$ cat config.mk
export PLATFORM = sky130hd
export DESIGN_NAME = histogram_entropy
export DESIGN_NICKNAME = d
export VERILOG_FILES = /design/src/rtl/he_pkg.sv /design/src/rtl/he_mul.sv /design/src/rtl/he_div.sv /design/src/rtl/histogram_entropy.sv
export SDC_FILE = /design/constraint.sdc
export NUM_CORES = 2
export LEC_CHECK = 0
export BUFFER_PORTS_ARGS = -buffer_cell sky130_fd_sc_hd__clkbuf_2
export CELL_PAD_IN_SITES_DETAIL_PLACEMENT = 0
export CELL_PAD_IN_SITES_GLOBAL_PLACEMENT = 1
export CORE_MARGIN = 10
export CORE_UTILIZATION = 52
export CTS_CLUSTER_DIAMETER = 100
export CTS_CLUSTER_SIZE = 25
export DETAILED_ROUTE_END_ITERATION = 16
export GPL_ROUTABILITY_DRIVEN = 0
export PLACE_DENSITY = 0.86
export SYNTH_ARGS = -nofsm -noshare
export SYNTH_HDL_FRONTEND = slang
export SYNTH_SLANG_ARGS = --single-unit
$ cat constraint.sdc
create_clock -name clk -period 10.8 [get_ports clk]
set_clock_uncertainty 0.05 [all_clocks]
set_input_delay 0.54 -clock clk [delete_from_list [all_inputs] [get_ports clk]]
set_output_delay 0.54 -clock clk [all_outputs]
set_load 0.1 [all_outputs]
$ cat src/rtl/he_pkg.sv
// Shared types, constants and helpers for the histogram entropy block.
// No dependencies; imported by he_mul, he_div and histogram_entropy.
`default_nettype none

package he_pkg;

  localparam int BIN_W        = 32;   // bin count field width
  localparam int ENT_W        = 30;   // entropy field width
  localparam int IDX_W        = 16;   // map index width
  localparam int STAT_W       = 2;    // status width
  localparam int SUM_W        = 64;   // weighted log sum width
  localparam int MUL_W        = 32;   // shared multiplier operand width
  localparam int EXP_W        = 5;    // integer part of log2 for 32-bit values
  localparam int FRAC_BITS_D  = 24;
  localparam int COUNT_BITS_D = 32;
  localparam int OUT_DATA_W   = ((ENT_W + IDX_W + 7) / 8) * 8;

  typedef enum logic [STAT_W-1:0] {
    HE_OK   = 2'd0,
    HE_ZERO = 2'd1,
    HE_SAT  = 2'd2
  } he_status_t;

  typedef enum logic [3:0] {
    ST_IDLE,
    ST_LOG_NORM,
    ST_LOG_SQ,
    ST_LOG_FIX,
    ST_PROD_MUL,
    ST_PROD_ADD,
    ST_SUM_ADD,
    ST_END,
    ST_DIV_START,
    ST_DIV_WAIT,
    ST_EMIT
  } he_state_t;

  typedef struct packed {
    logic [EXP_W-1:0] e;   // index of the leading one
    logic [MUL_W-1:0] y;   // value aligned so the leading one sits at bit 31
  } he_norm_t;

  // Align x to a 1.31 value; x must be nonzero.
  function automatic he_norm_t he_normalize(input logic [MUL_W-1:0] x);
    he_norm_t r;
    r.e = EXP_W'(MUL_W - 1);
    r.y = x;
    if (r.y[31:16] == 16'd0) begin
      r.y = r.y << 16;
      r.e = r.e - EXP_W'(16);
    end
    if (r.y[31:24] == 8'd0) begin
      r.y = r.y << 8;
      r.e = r.e - EXP_W'(8);
    end
    if (r.y[31:28] == 4'd0) begin
      r.y = r.y << 4;
      r.e = r.e - EXP_W'(4);
    end
    if (r.y[31:30] == 2'd0) begin
      r.y = r.y << 2;
      r.e = r.e - EXP_W'(2);
    end
    if (r.y[31] == 1'b0) begin
      r.y = r.y << 1;
      r.e = r.e - EXP_W'(1);
    end
    return r;
  endfunction

endpackage

`default_nettype wire

$ cat src/rtl/he_mul.sv
// Shared 32x32 unsigned multiplier with a registered product.
// Depends on he_pkg for the operand width.
`default_nettype none

module he_mul (
  input  wire logic                        clk,
  input  wire logic [he_pkg::MUL_W-1:0]    a,
  input  wire logic [he_pkg::MUL_W-1:0]    b,
  output logic      [2*he_pkg::MUL_W-1:0]  p
);
  import he_pkg::*;

  logic [2*MUL_W-1:0] p_r;

  // product is registered, ready in the cycle after the operands
  always_ff @(posedge clk) begin
    p_r <= (2*MUL_W)'(a) * (2*MUL_W)'(b);
  end

  assign p = p_r;

endmodule

`default_nettype wire

$ cat src/rtl/he_div.sv
// Restoring divider, one quotient bit per cycle.
// Depends on he_pkg.
`default_nettype none

module he_div #(
  parameter int NUM_W = 64,
  parameter int DEN_W = 32
) (
  input  wire logic             clk,
  input  wire logic             rst_n,
  input  wire logic             start,
  input  wire logic [NUM_W-1:0] num,
  input  wire logic [DEN_W-1:0] den,
  output logic                  done,
  output logic      [NUM_W-1:0] quot
);
  import he_pkg::*;

  localparam int CNT_W = $clog2(NUM_W + 1);

  logic             run_r;
  logic             done_r;
  logic [CNT_W-1:0] cnt_r;
  logic [NUM_W-1:0] quot_r;
  logic [DEN_W-1:0] rem_r;
  logic [DEN_W-1:0] den_r;
  logic [DEN_W:0]   rem_sh;
  logic             ge;

  assign rem_sh = {rem_r, quot_r[NUM_W-1]};
  assign ge     = (rem_sh >= {1'b0, den_r});

  always_ff @(posedge clk) begin
    if (!rst_n) begin
      run_r  <= 1'b0;
      done_r <= 1'b0;
      cnt_r  <= '0;
    end else begin
      done_r <= 1'b0;
      if (start) begin
        run_r <= 1'b1;
        cnt_r <= CNT_W'(NUM_W);
      end else if (run_r) begin
        cnt_r <= cnt_r - CNT_W'(1);
        if (cnt_r == CNT_W'(1)) begin
          run_r  <= 1'b0;
          done_r <= 1'b1;
        end
      end
    end
  end

  // shift in one dividend bit, subtract when the divisor fits
  always_ff @(posedge clk) begin
    if (start) begin
      quot_r <= num;
      rem_r  <= '0;
      den_r  <= den;
    end else if (run_r) begin
      quot_r <= {quot_r[NUM_W-2:0], ge};
      rem_r  <= ge ? DEN_W'(rem_sh - {1'b0, den_r}) : rem_sh[DEN_W-1:0];
    end
  end

  assign done = done_r;
  assign quot = quot_r;

  a_done_idle: assert property (@(posedge clk) disable iff (!rst_n)
    done_r |-> !run_r)
    else $error("divider done while still running");

  a_rem_below_den: assert property (@(posedge clk) disable iff (!rst_n)
    (run_r && den_r != '0) |-> (rem_r < den_r))
    else $error("divider remainder not below divisor");

endmodule

`default_nettype wire

$ cat src/rtl/histogram_entropy.sv
// Top level of the histogram entropy block: sequencer, state and output register.
// Depends on he_pkg, he_mul (shared multiplier) and he_div (iterative divider).
//
// Usage:
//   Input channel (in_*): one histogram bin count per item. in_tlast marks the
//   last bin of a map, in_tuser (with in_tlast) marks the last map of a set.
//   Output channel (out_*): one item per map, the entropy of that map in bits
//   with FRAC_BITS fraction bits, its index in the set, a status and out_tlast
//   on the final map of the set.
//   Sequence: a bin count of 0 or 1 skips the log2. A larger count runs the
//   squaring log2 on the shared multiplier, one fraction bit per squaring
//   step, then the count*log2 product and the sum. A map end adds one log2
//   of the total and a restoring divide of the sum by the total; a zero
//   total skips both.
//   in_tready is high only while the sequencer waits for an item.
//   The result sits in an output register; the block keeps accepting bins
//   while it waits, and stalls at the next map end until it has been taken.
//   Reset (rst_n low, synchronous) clears the sums, the latched total and
//   the map index, and empties the output register.
`default_nettype none

module histogram_entropy #(
  parameter int FRAC_BITS  = he_pkg::FRAC_BITS_D,
  parameter int COUNT_BITS = he_pkg::COUNT_BITS_D
) (
  input  wire logic                            clk,
  input  wire logic                            rst_n,
  // input channel
  input  wire logic                            in_tvalid,
  output logic                                 in_tready,
  input  wire logic [he_pkg::BIN_W-1:0]        in_tdata,   // [31:0] bin_count
  input  wire logic                            in_tlast,   // end_of_map
  input  wire logic                            in_tuser,   // [0] end_of_set
  // result channel
  output logic                                 out_tvalid,
  input  wire logic                            out_tready,
  output logic      [he_pkg::OUT_DATA_W-1:0]   out_tdata,  // [29:0] entropy,
                                                           // [45:30] map_index, rest 0
  output logic                                 out_tlast,  // last_map
  output logic      [he_pkg::STAT_W-1:0]       out_tuser   // [1:0] status
);
  import he_pkg::*;

  localparam int LOG_W  = EXP_W + FRAC_BITS;              // width of a log2 value
  localparam int LOG_XW = MUL_W + 1;                      // log2 padded for the product
  localparam int ITER_W = $clog2(FRAC_BITS);
  localparam int RT_W   = COUNT_BITS + 1;                 // running total incl. cap
  localparam int RS_W   = ((RT_W > BIN_W) ? RT_W : BIN_W) + 1;
  localparam logic [RT_W-1:0] TOTAL_CAP = {1'b1, {COUNT_BITS{1'b0}}};
  localparam logic [SUM_W-1:0] ENT_MAX  = SUM_W'((64'd1 << ENT_W) - 64'd1);

  // sequencer
  he_state_t state_r, state_nxt;

  // item held during its processing
  logic [BIN_W-1:0]     cnt_r;
  logic                 eom_r;
  logic                 eos_r;

  // block state
  logic [SUM_W-1:0]     wls_r;
  logic [RT_W-1:0]      running_r;
  logic [COUNT_BITS-1:0] latched_r;
  logic                 known_r;
  logic [IDX_W-1:0]     map_cnt_r;

  // log2 iteration
  logic                 for_n_r;
  logic [EXP_W-1:0]     exp_r;
  logic [MUL_W-1:0]     y_r;
  logic [FRAC_BITS-1:0] frac_r;
  logic [ITER_W-1:0]    iter_r;
  logic [LOG_W-1:0]     ln_r;
  logic [SUM_W-1:0]     prod_r;

  // result in progress and output register
  logic [ENT_W-1:0]     ent_r;
  he_status_t           stat_r;
  logic                 out_valid_r;
  logic [ENT_W-1:0]     out_ent_r;
  logic [IDX_W-1:0]     out_idx_r;
  he_status_t           out_stat_r;
  logic                 out_last_r;

  // datapath nets
  logic                 accept;
  logic                 out_free;
  logic [MUL_W-1:0]     mul_a, mul_b;
  logic [2*MUL_W-1:0]   mul_p;
  logic                 div_start;
  logic                 div_done;
  logic [SUM_W-1:0]     div_q;
  logic [RS_W-1:0]      rt_sum;
  logic [COUNT_BITS-1:0] n_sat;
  logic [COUNT_BITS-1:0] n_eff;
  logic [MUL_W-1:0]     log_x;
  he_norm_t             norm;
  logic [MUL_W:0]       sq;
  logic                 log_done;
  logic [LOG_W-1:0]     log_val;
  logic [LOG_XW-1:0]    log_ext;
  logic [SUM_W:0]       prod_sum;
  logic [SUM_W:0]       wls_sum;
  logic [SUM_W-1:0]     ent_diff;

  assign accept   = in_tvalid && in_tready;
  assign out_free = !out_valid_r || out_tready;

  // running total of the first map, capped
  assign rt_sum = RS_W'(running_r) + RS_W'(in_tdata);
  assign n_sat  = (running_r > RT_W'(TOTAL_CAP - RT_W'(1))) ?
                  {COUNT_BITS{1'b1}} : running_r[COUNT_BITS-1:0];
  assign n_eff  = known_r ? latched_r : n_sat;

  // log2 datapath
  assign log_x    = for_n_r ? MUL_W'(latched_r) : cnt_r;
  assign norm     = he_normalize(log_x);
  assign sq       = mul_p[2*MUL_W-1:MUL_W-1];
  assign log_done = (iter_r == ITER_W'(FRAC_BITS - 1));
  assign log_val  = {exp_r, frac_r};
  assign log_ext  = LOG_XW'(log_val);

  // saturating product and sum
  assign prod_sum = {1'b0, mul_p} + (log_ext[MUL_W] ? {1'b0, cnt_r, {MUL_W{1'b0}}} : '0);
  assign wls_sum  = {1'b0, wls_r} + {1'b0, prod_r};
  assign ent_diff = SUM_W'(ln_r) - div_q;

  // next state
  always_comb begin
    state_nxt = state_r;
    case (state_r)
      ST_IDLE: begin
        if (in_tvalid) begin
          if (in_tdata > BIN_W'(1)) state_nxt = ST_LOG_NORM;
          else if (in_tlast)        state_nxt = ST_END;
        end
      end
      ST_LOG_NORM:  state_nxt = ST_LOG_SQ;
      ST_LOG_SQ:    state_nxt = ST_LOG_FIX;
      ST_LOG_FIX: begin
        if (log_done) state_nxt = for_n_r ? ST_DIV_START : ST_PROD_MUL;
        else          state_nxt = ST_LOG_SQ;
      end
      ST_PROD_MUL:  state_nxt = ST_PROD_ADD;
      ST_PROD_ADD:  state_nxt = ST_SUM_ADD;
      ST_SUM_ADD:   state_nxt = eom_r ? ST_END : ST_IDLE;
      ST_END:       state_nxt = (n_eff == '0) ? ST_EMIT : ST_LOG_NORM;
      ST_DIV_START: state_nxt = ST_DIV_WAIT;
      ST_DIV_WAIT:  if (div_done) state_nxt = ST_EMIT;
      ST_EMIT:      if (out_free) state_nxt = ST_IDLE;
      default:      state_nxt = ST_IDLE;
    endcase
  end

  // sequencer outputs
  always_comb begin
    in_tready = 1'b0;
    div_start = 1'b0;
    mul_a     = cnt_r;
    mul_b     = log_ext[MUL_W-1:0];
    case (state_r)
      ST_IDLE:      in_tready = 1'b1;
      ST_LOG_SQ: begin
        mul_a = y_r;
        mul_b = y_r;
      end
      ST_DIV_START: div_start = 1'b1;
      default: ;
    endcase
  end

  always_ff @(posedge clk) begin
    if (!rst_n) state_r <= ST_IDLE;
    else        state_r <= state_nxt;
  end

  // block state: sums, totals, map index
  always_ff @(posedge clk) begin
    if (!rst_n) begin
      wls_r     <= '0;
      running_r <= '0;
      latched_r <= '0;
      known_r   <= 1'b0;
      map_cnt_r <= '0;
    end else begin
      case (state_r)
        ST_IDLE: begin
          // accumulate the total only until it is latched
          if (accept && !known_r)
            running_r <= (rt_sum > RS_W'(TOTAL_CAP)) ? TOTAL_CAP : rt_sum[RT_W-1:0];
        end
        ST_SUM_ADD:
          wls_r <= wls_sum[SUM_W] ? {SUM_W{1'b1}} : wls_sum[SUM_W-1:0];
        ST_END: begin
          if (!known_r) begin
            latched_r <= n_sat;
            known_r   <= 1'b1;
          end
        end
        ST_EMIT: begin
          if (out_free) begin
            wls_r <= '0;
            if (eos_r) begin
              running_r <= '0;
              latched_r <= '0;
              known_r   <= 1'b0;
              map_cnt_r <= '0;
            end else begin
              map_cnt_r <= map_cnt_r + IDX_W'(1);
            end
          end
        end
        default: ;
      endcase
    end
  end

  // item registers and log2 / result datapath
  always_ff @(posedge clk) begin
    case (state_r)
      ST_IDLE: begin
        if (accept) begin
          cnt_r   <= in_tdata;
          eom_r   <= in_tlast;
          eos_r   <= in_tuser;
          for_n_r <= 1'b0;
        end
      end
      ST_LOG_NORM: begin
        exp_r  <= norm.e;
        y_r    <= norm.y;
        frac_r <= '0;
        iter_r <= '0;
      end
      ST_LOG_FIX: begin
        // square landed at 2.0 or above: take a one bit and halve
        frac_r <= {frac_r[FRAC_BITS-2:0], sq[MUL_W]};
        y_r    <= sq[MUL_W] ? sq[MUL_W:1] : sq[MUL_W-1:0];
        iter_r <= iter_r + ITER_W'(1);
      end
      ST_PROD_ADD:
        prod_r <= prod_sum[SUM_W] ? {SUM_W{1'b1}} : prod_sum[SUM_W-1:0];
      ST_END: begin
        for_n_r <= 1'b1;
        ent_r   <= '0;
        if (n_eff == '0)                 stat_r <= HE_ZERO;
        else if (running_r == TOTAL_CAP) stat_r <= HE_SAT;
        else                             stat_r <= HE_OK;
      end
      ST_DIV_START:
        ln_r <= log_val;
      ST_DIV_WAIT: begin
        if (div_done) begin
          if (div_q >= SUM_W'(ln_r))  ent_r <= '0;
          else if (ent_diff > ENT_MAX) ent_r <= {ENT_W{1'b1}};
          else                         ent_r <= ent_diff[ENT_W-1:0];
        end
      end
      default: ;
    endcase
  end

  // output register: hold until taken
  always_ff @(posedge clk) begin
    if (!rst_n) begin
      out_valid_r <= 1'b0;
    end else if (state_r == ST_EMIT && out_free) begin
      out_valid_r <= 1'b1;
    end else if (out_tready) begin
      out_valid_r <= 1'b0;
    end
  end

  always_ff @(posedge clk) begin
    if (state_r == ST_EMIT && out_free) begin
      out_ent_r  <= ent_r;
      out_idx_r  <= map_cnt_r;
      out_stat_r <= stat_r;
      out_last_r <= eos_r;
    end
  end

  he_mul u_mul (
    .clk (clk),
    .a   (mul_a),
    .b   (mul_b),
    .p   (mul_p)
  );

  he_div #(
    .NUM_W (SUM_W),
    .DEN_W (MUL_W)
  ) u_div (
    .clk   (clk),
    .rst_n (rst_n),
    .start (div_start),
    .num   (wls_r),
    .den   (MUL_W'(latched_r)),
    .done  (div_done),
    .quot  (div_q)
  );

  assign out_tvalid = out_valid_r;
  assign out_tdata  = OUT_DATA_W'({out_idx_r, out_ent_r});
  assign out_tlast  = out_last_r;
  assign out_tuser  = out_stat_r;

  a_emit_valid: assert property (@(posedge clk) disable iff (!rst_n)
    (state_r == ST_EMIT && out_free) |=> out_tvalid)
    else $error("result not presented after emit");

  a_latch_clear: assert property (@(posedge clk) disable iff (!rst_n)
    !known_r |-> (latched_r == '0))
    else $error("latched total set without a known total");

  a_total_cap: assert property (@(posedge clk) disable iff (!rst_n)
    running_r <= TOTAL_CAP)
    else $error("running total above cap");

  a_div_result: assert property (@(posedge clk) disable iff (!rst_n)
    div_done |-> (state_r == ST_DIV_WAIT && latched_r != '0))
    else $error("divider finished outside the map end sequence");

endmodule

`default_nettype wire
==> results.sh <==
export IMPL_outcome="complete, no violations"
export IMPL_overflow=0
export IMPL_grt_antenna_before_repair=12
export IMPL_r2r_end="u_mul.p[62]$_DFF_P_"
export IMPL_die_h_um=374.3
export IMPL_reg2regPathDepth=32
export IMPL_synth_main_ff_cell="edfxtp_1"
export IMPL_htree_levels=1
export IMPL_path_clk_slew_ns=0.10
export IMPL_synth_cell_types=105
export IMPL_num_vias=52300
export IMPL_holdCritStartpoint="in_tdata[26]"
export IMPL_vias_per_cell=5.962
export IMPL_holdPathStages=1
export IMPL_clock_path_buffers=3
export IMPL_drc=0
export IMPL_die_width_um=374.3
export IMPL_cts_tree="built"
export IMPL_cts_sinks=627
export IMPL_worstPathMaxFanout=31
export IMPL_hold_path_class="in -> reg"
export IMPL_whs_endpoint="cnt_r[26]$_DFFE_PP_"
export IMPL_portBuffers=88
export IMPL_max_freq_mhz=94.34
export IMPL_worstMarginPinSlew_ns=1.139
export IMPL_totalWireLength_um=204100
export IMPL_crit_top_cell="fa_1"
export IMPL_numCtsBuffers=31
export IMPL_synth_area_leaders="fa_1 28%, edfxtp_1 17%, ha_1 8.1%, dfxtp_1 7.9%, inv_1 5.6%"
export IMPL_route_met2_wl_um=88120
export IMPL_start_util=0.5259
export IMPL_core_um2=124100
export IMPL_multi_input_area_um2=44320
export IMPL_dieArea_um2=140100
export IMPL_post_cts_buffers=0
export IMPL_grt_max_degree=110
export IMPL_drt_wirelength_per_cell_um=23.27
export IMPL_max_slew_margin_rel=0.2406
export IMPL_synth_edff_count=371
export IMPL_final_core_util=0.5561
export IMPL_cap_violations=0
export IMPL_nNetsFinal=8468
export IMPL_period_share=0.9815
export IMPL_grt_use_total=0.2847
export IMPL_firstDrtPassIters=7
export IMPL_antenna_left=0
export IMPL_rrSetupSlack_ns=0.20
export IMPL_fin_crit_ns=10.60
export IMPL_fillers=11170
export IMPL_slew_violations=0
export IMPL_drive_gt1_frac=0.05693
export IMPL_cpLargestDelayFamily="adder cells"
export IMPL_drtIter0Drc=5716
export IMPL_rsz0062_at_grt="no"
export IMPL_critPathKind="reg -> reg"
export IMPL_insertion_delay_ns=0.67
export IMPL_synthCells=7139
export IMPL_row_count=129
export IMPL_syn_avg_cell_area_um2=9.143
export IMPL_synth_top_area_frac=0.2757
export IMPL_dr_max_layer_used="met5"
export IMPL_wl_met1_um=83440
export IMPL_boundaryPins=91
export IMPL_hold_viol_final=0
export IMPL_seqCellArea_um2=16270
export IMPL_synth_warnings=0
export IMPL_grt_first_pass_wirelength_um=310100
export IMPL_grt_pass1_vias=51270
export IMPL_cts_root_buf="clkbuf_16"
export IMPL_crit_slowest_cell="a2111oi_0"
export IMPL_startpoint_type="register"
export IMPL_setup_viol=0
export IMPL_synthToLayoutAreaGrowth_pct=5.743
export IMPL_syn_area_um2=65270
export IMPL_ys_ff_latch=627
export IMPL_ys_seq_area_frac=0.2492
export IMPL_worst_setup_path_end_kind="register"
export IMPL_setup_tns_ns=0
export IMPL_worstPathArrival_ns=11.10
export IMPL_crit_required_ns=11.30
export IMPL_worstPathBufferInverterCount=6
export IMPL_r2r_start="state_r[2]$_SDFFE_PN0P_"
export IMPL_hpwl_um=165300
export IMPL_crit_start="state_r[2]$_SDFFE_PN0P_"
export IMPL_ys_async_sr_fraction=0
export IMPL_wl_met3_um=21750
export IMPL_crit_path_max_incr_delay_ns=0.63
export IMPL_yosys_area_top_type="fa_1"
state kept, by name, summed over array words and instances, names as in the netlist, 32 cells and up:
register     flops
prod_r          64
u_div.quot      64
u_mul.p         64
wls_r           64
running_r       33
cnt_r           32
latched_r       32
u_div.den_r     32
u_div.rem_r     32
y_r             32
cell usage in the layout (no fill, tap or decap), drive strengths merged, types with 13 or more instances in the layout:
| cell | n |
|---|---|
| nand2b | 39 |
| mux2i | 77 |
| nor2 | 792 |
| nor4 | 44 |
| edfxtp | 371 |
| nor3 | 72 |
| nor2b | 36 |
| buf | 164 |
| a31oi | 31 |
| o21ai | 284 |
| o31ai | 14 |
| a21o | 111 |
| nand4 | 38 |
| and2 | 77 |
| clkbuf | 136 |
| inv | 995 |
| o21bai | 31 |
| a2111oi | 13 |
| dfxtp | 256 |
| fa | 899 |
| and3 | 78 |
| and4 | 16 |
| xor2 | 93 |
| nand2 | 966 |
| xnor2 | 138 |
| a211oi | 113 |
| a21oi | 461 |
| o21a | 60 |
| or3 | 24 |
| nand3 | 61 |
| o211ai | 23 |
| ha | 424 |
cell usage after synthesis (26+ instances only):
cell type	number
a211oi_1	111
a21o_1	111
a21oi_1	459
a31oi_1	31
and2_1	75
and3_1	78
clkbuf_1	286
dfxtp_1	256
edfxtp_1	371
fa_1	899
ha_1	424
inv_1	982
mux2i_1	77
nand2_1	966
nand2b_1	39
nand3_1	60
nand4_1	38
nor2_1	792
nor2b_1	35
nor3_1	71
nor4_1	42
o21a_1	59
o21ai_0	258
o21ai_1	26
o21bai_1	30
xnor2_1	138
xor2_1	93
stage by stage:
stage               std cells  setup WS [ns]  hold slack (ns)  area (um^2)
detailed placement       8710       -0.04463           0.3387        67980
global placement         8710        0.02786           0.3370        67980
CTS                      8768        0.06426          0.03741        68950
floorplan                7141          1.734           0.3355        65280
global route             8768        0.04068          0.03848        69010
finish                   8771         0.1999          0.06474        69020
area by class of cell:
class                      instances  area share
sequential                       627      0.2357
antenna                            3   0.0001088
clock inverter                     9    0.001360
inverter                         988     0.05382
multi-input combinational       5206      0.6422
tap                             1637     0.02967
clock buffer                      48     0.01247
timing repair buffer             253     0.02473
kinds of logic (layout without fill, tap and decap cells):
family,count (synthesis),count (layout),share of synthesized area
xor gates and xnor gates,231,231,0.03100
buffers and inverters,1308,1298,0.07614
DFF,627,627,0.2492
muxes,86,86,0.01336
AOI/OAI and AO/OA,1273,1273,0.1213
adders and majority gates,1323,1323,0.3570
other,1,6,0.00005745
and+or+nand+nor,2290,2290,0.1520
worst max path at each step:
| stage | cells after the start | end | slack, ns |
|---|---|---|---|
| 6_report | 32 | u_mul.p[62]$_DFF_P_ | 0.20 |
| 5_1_grt | 34 | u_mul.p[63]$_DFF_P_ | 0.04 |
| 4_1_cts | 32 | u_mul.p[61]$_DFF_P_ | 0.06 |
| 3_5_place_dp | 31 | u_mul.p[61]$_DFF_P_ | -0.04 |
| 3_3_place_gp | 31 | u_mul.p[61]$_DFF_P_ | 0.03 |
| 2_1_floorplan | 35 | u_mul.p[61]$_DFF_P_ | 1.73 |
layer usage:
layer  track usage  up-vias
li1              -    23280
met1        0.3923    25790
met2        0.4341     2681
met3       0.06072      537
met4        0.1188        6
met5             0        -
timing repair:
| action | in CTS | in global routing |
|---|---|---|
| setup endpoints to repair | 1 | 9 |
| hold endpoints to repair | 1 | 0 |
| hold buffers | 1 | 0 |
| gates cloned | 0 | 0 |
| gates resized for setup | 1 | 11 |
Power is left out: the tool's default activity adds up to more than one toggle a clock period on the data nets, which glitch-free logic cannot reach.
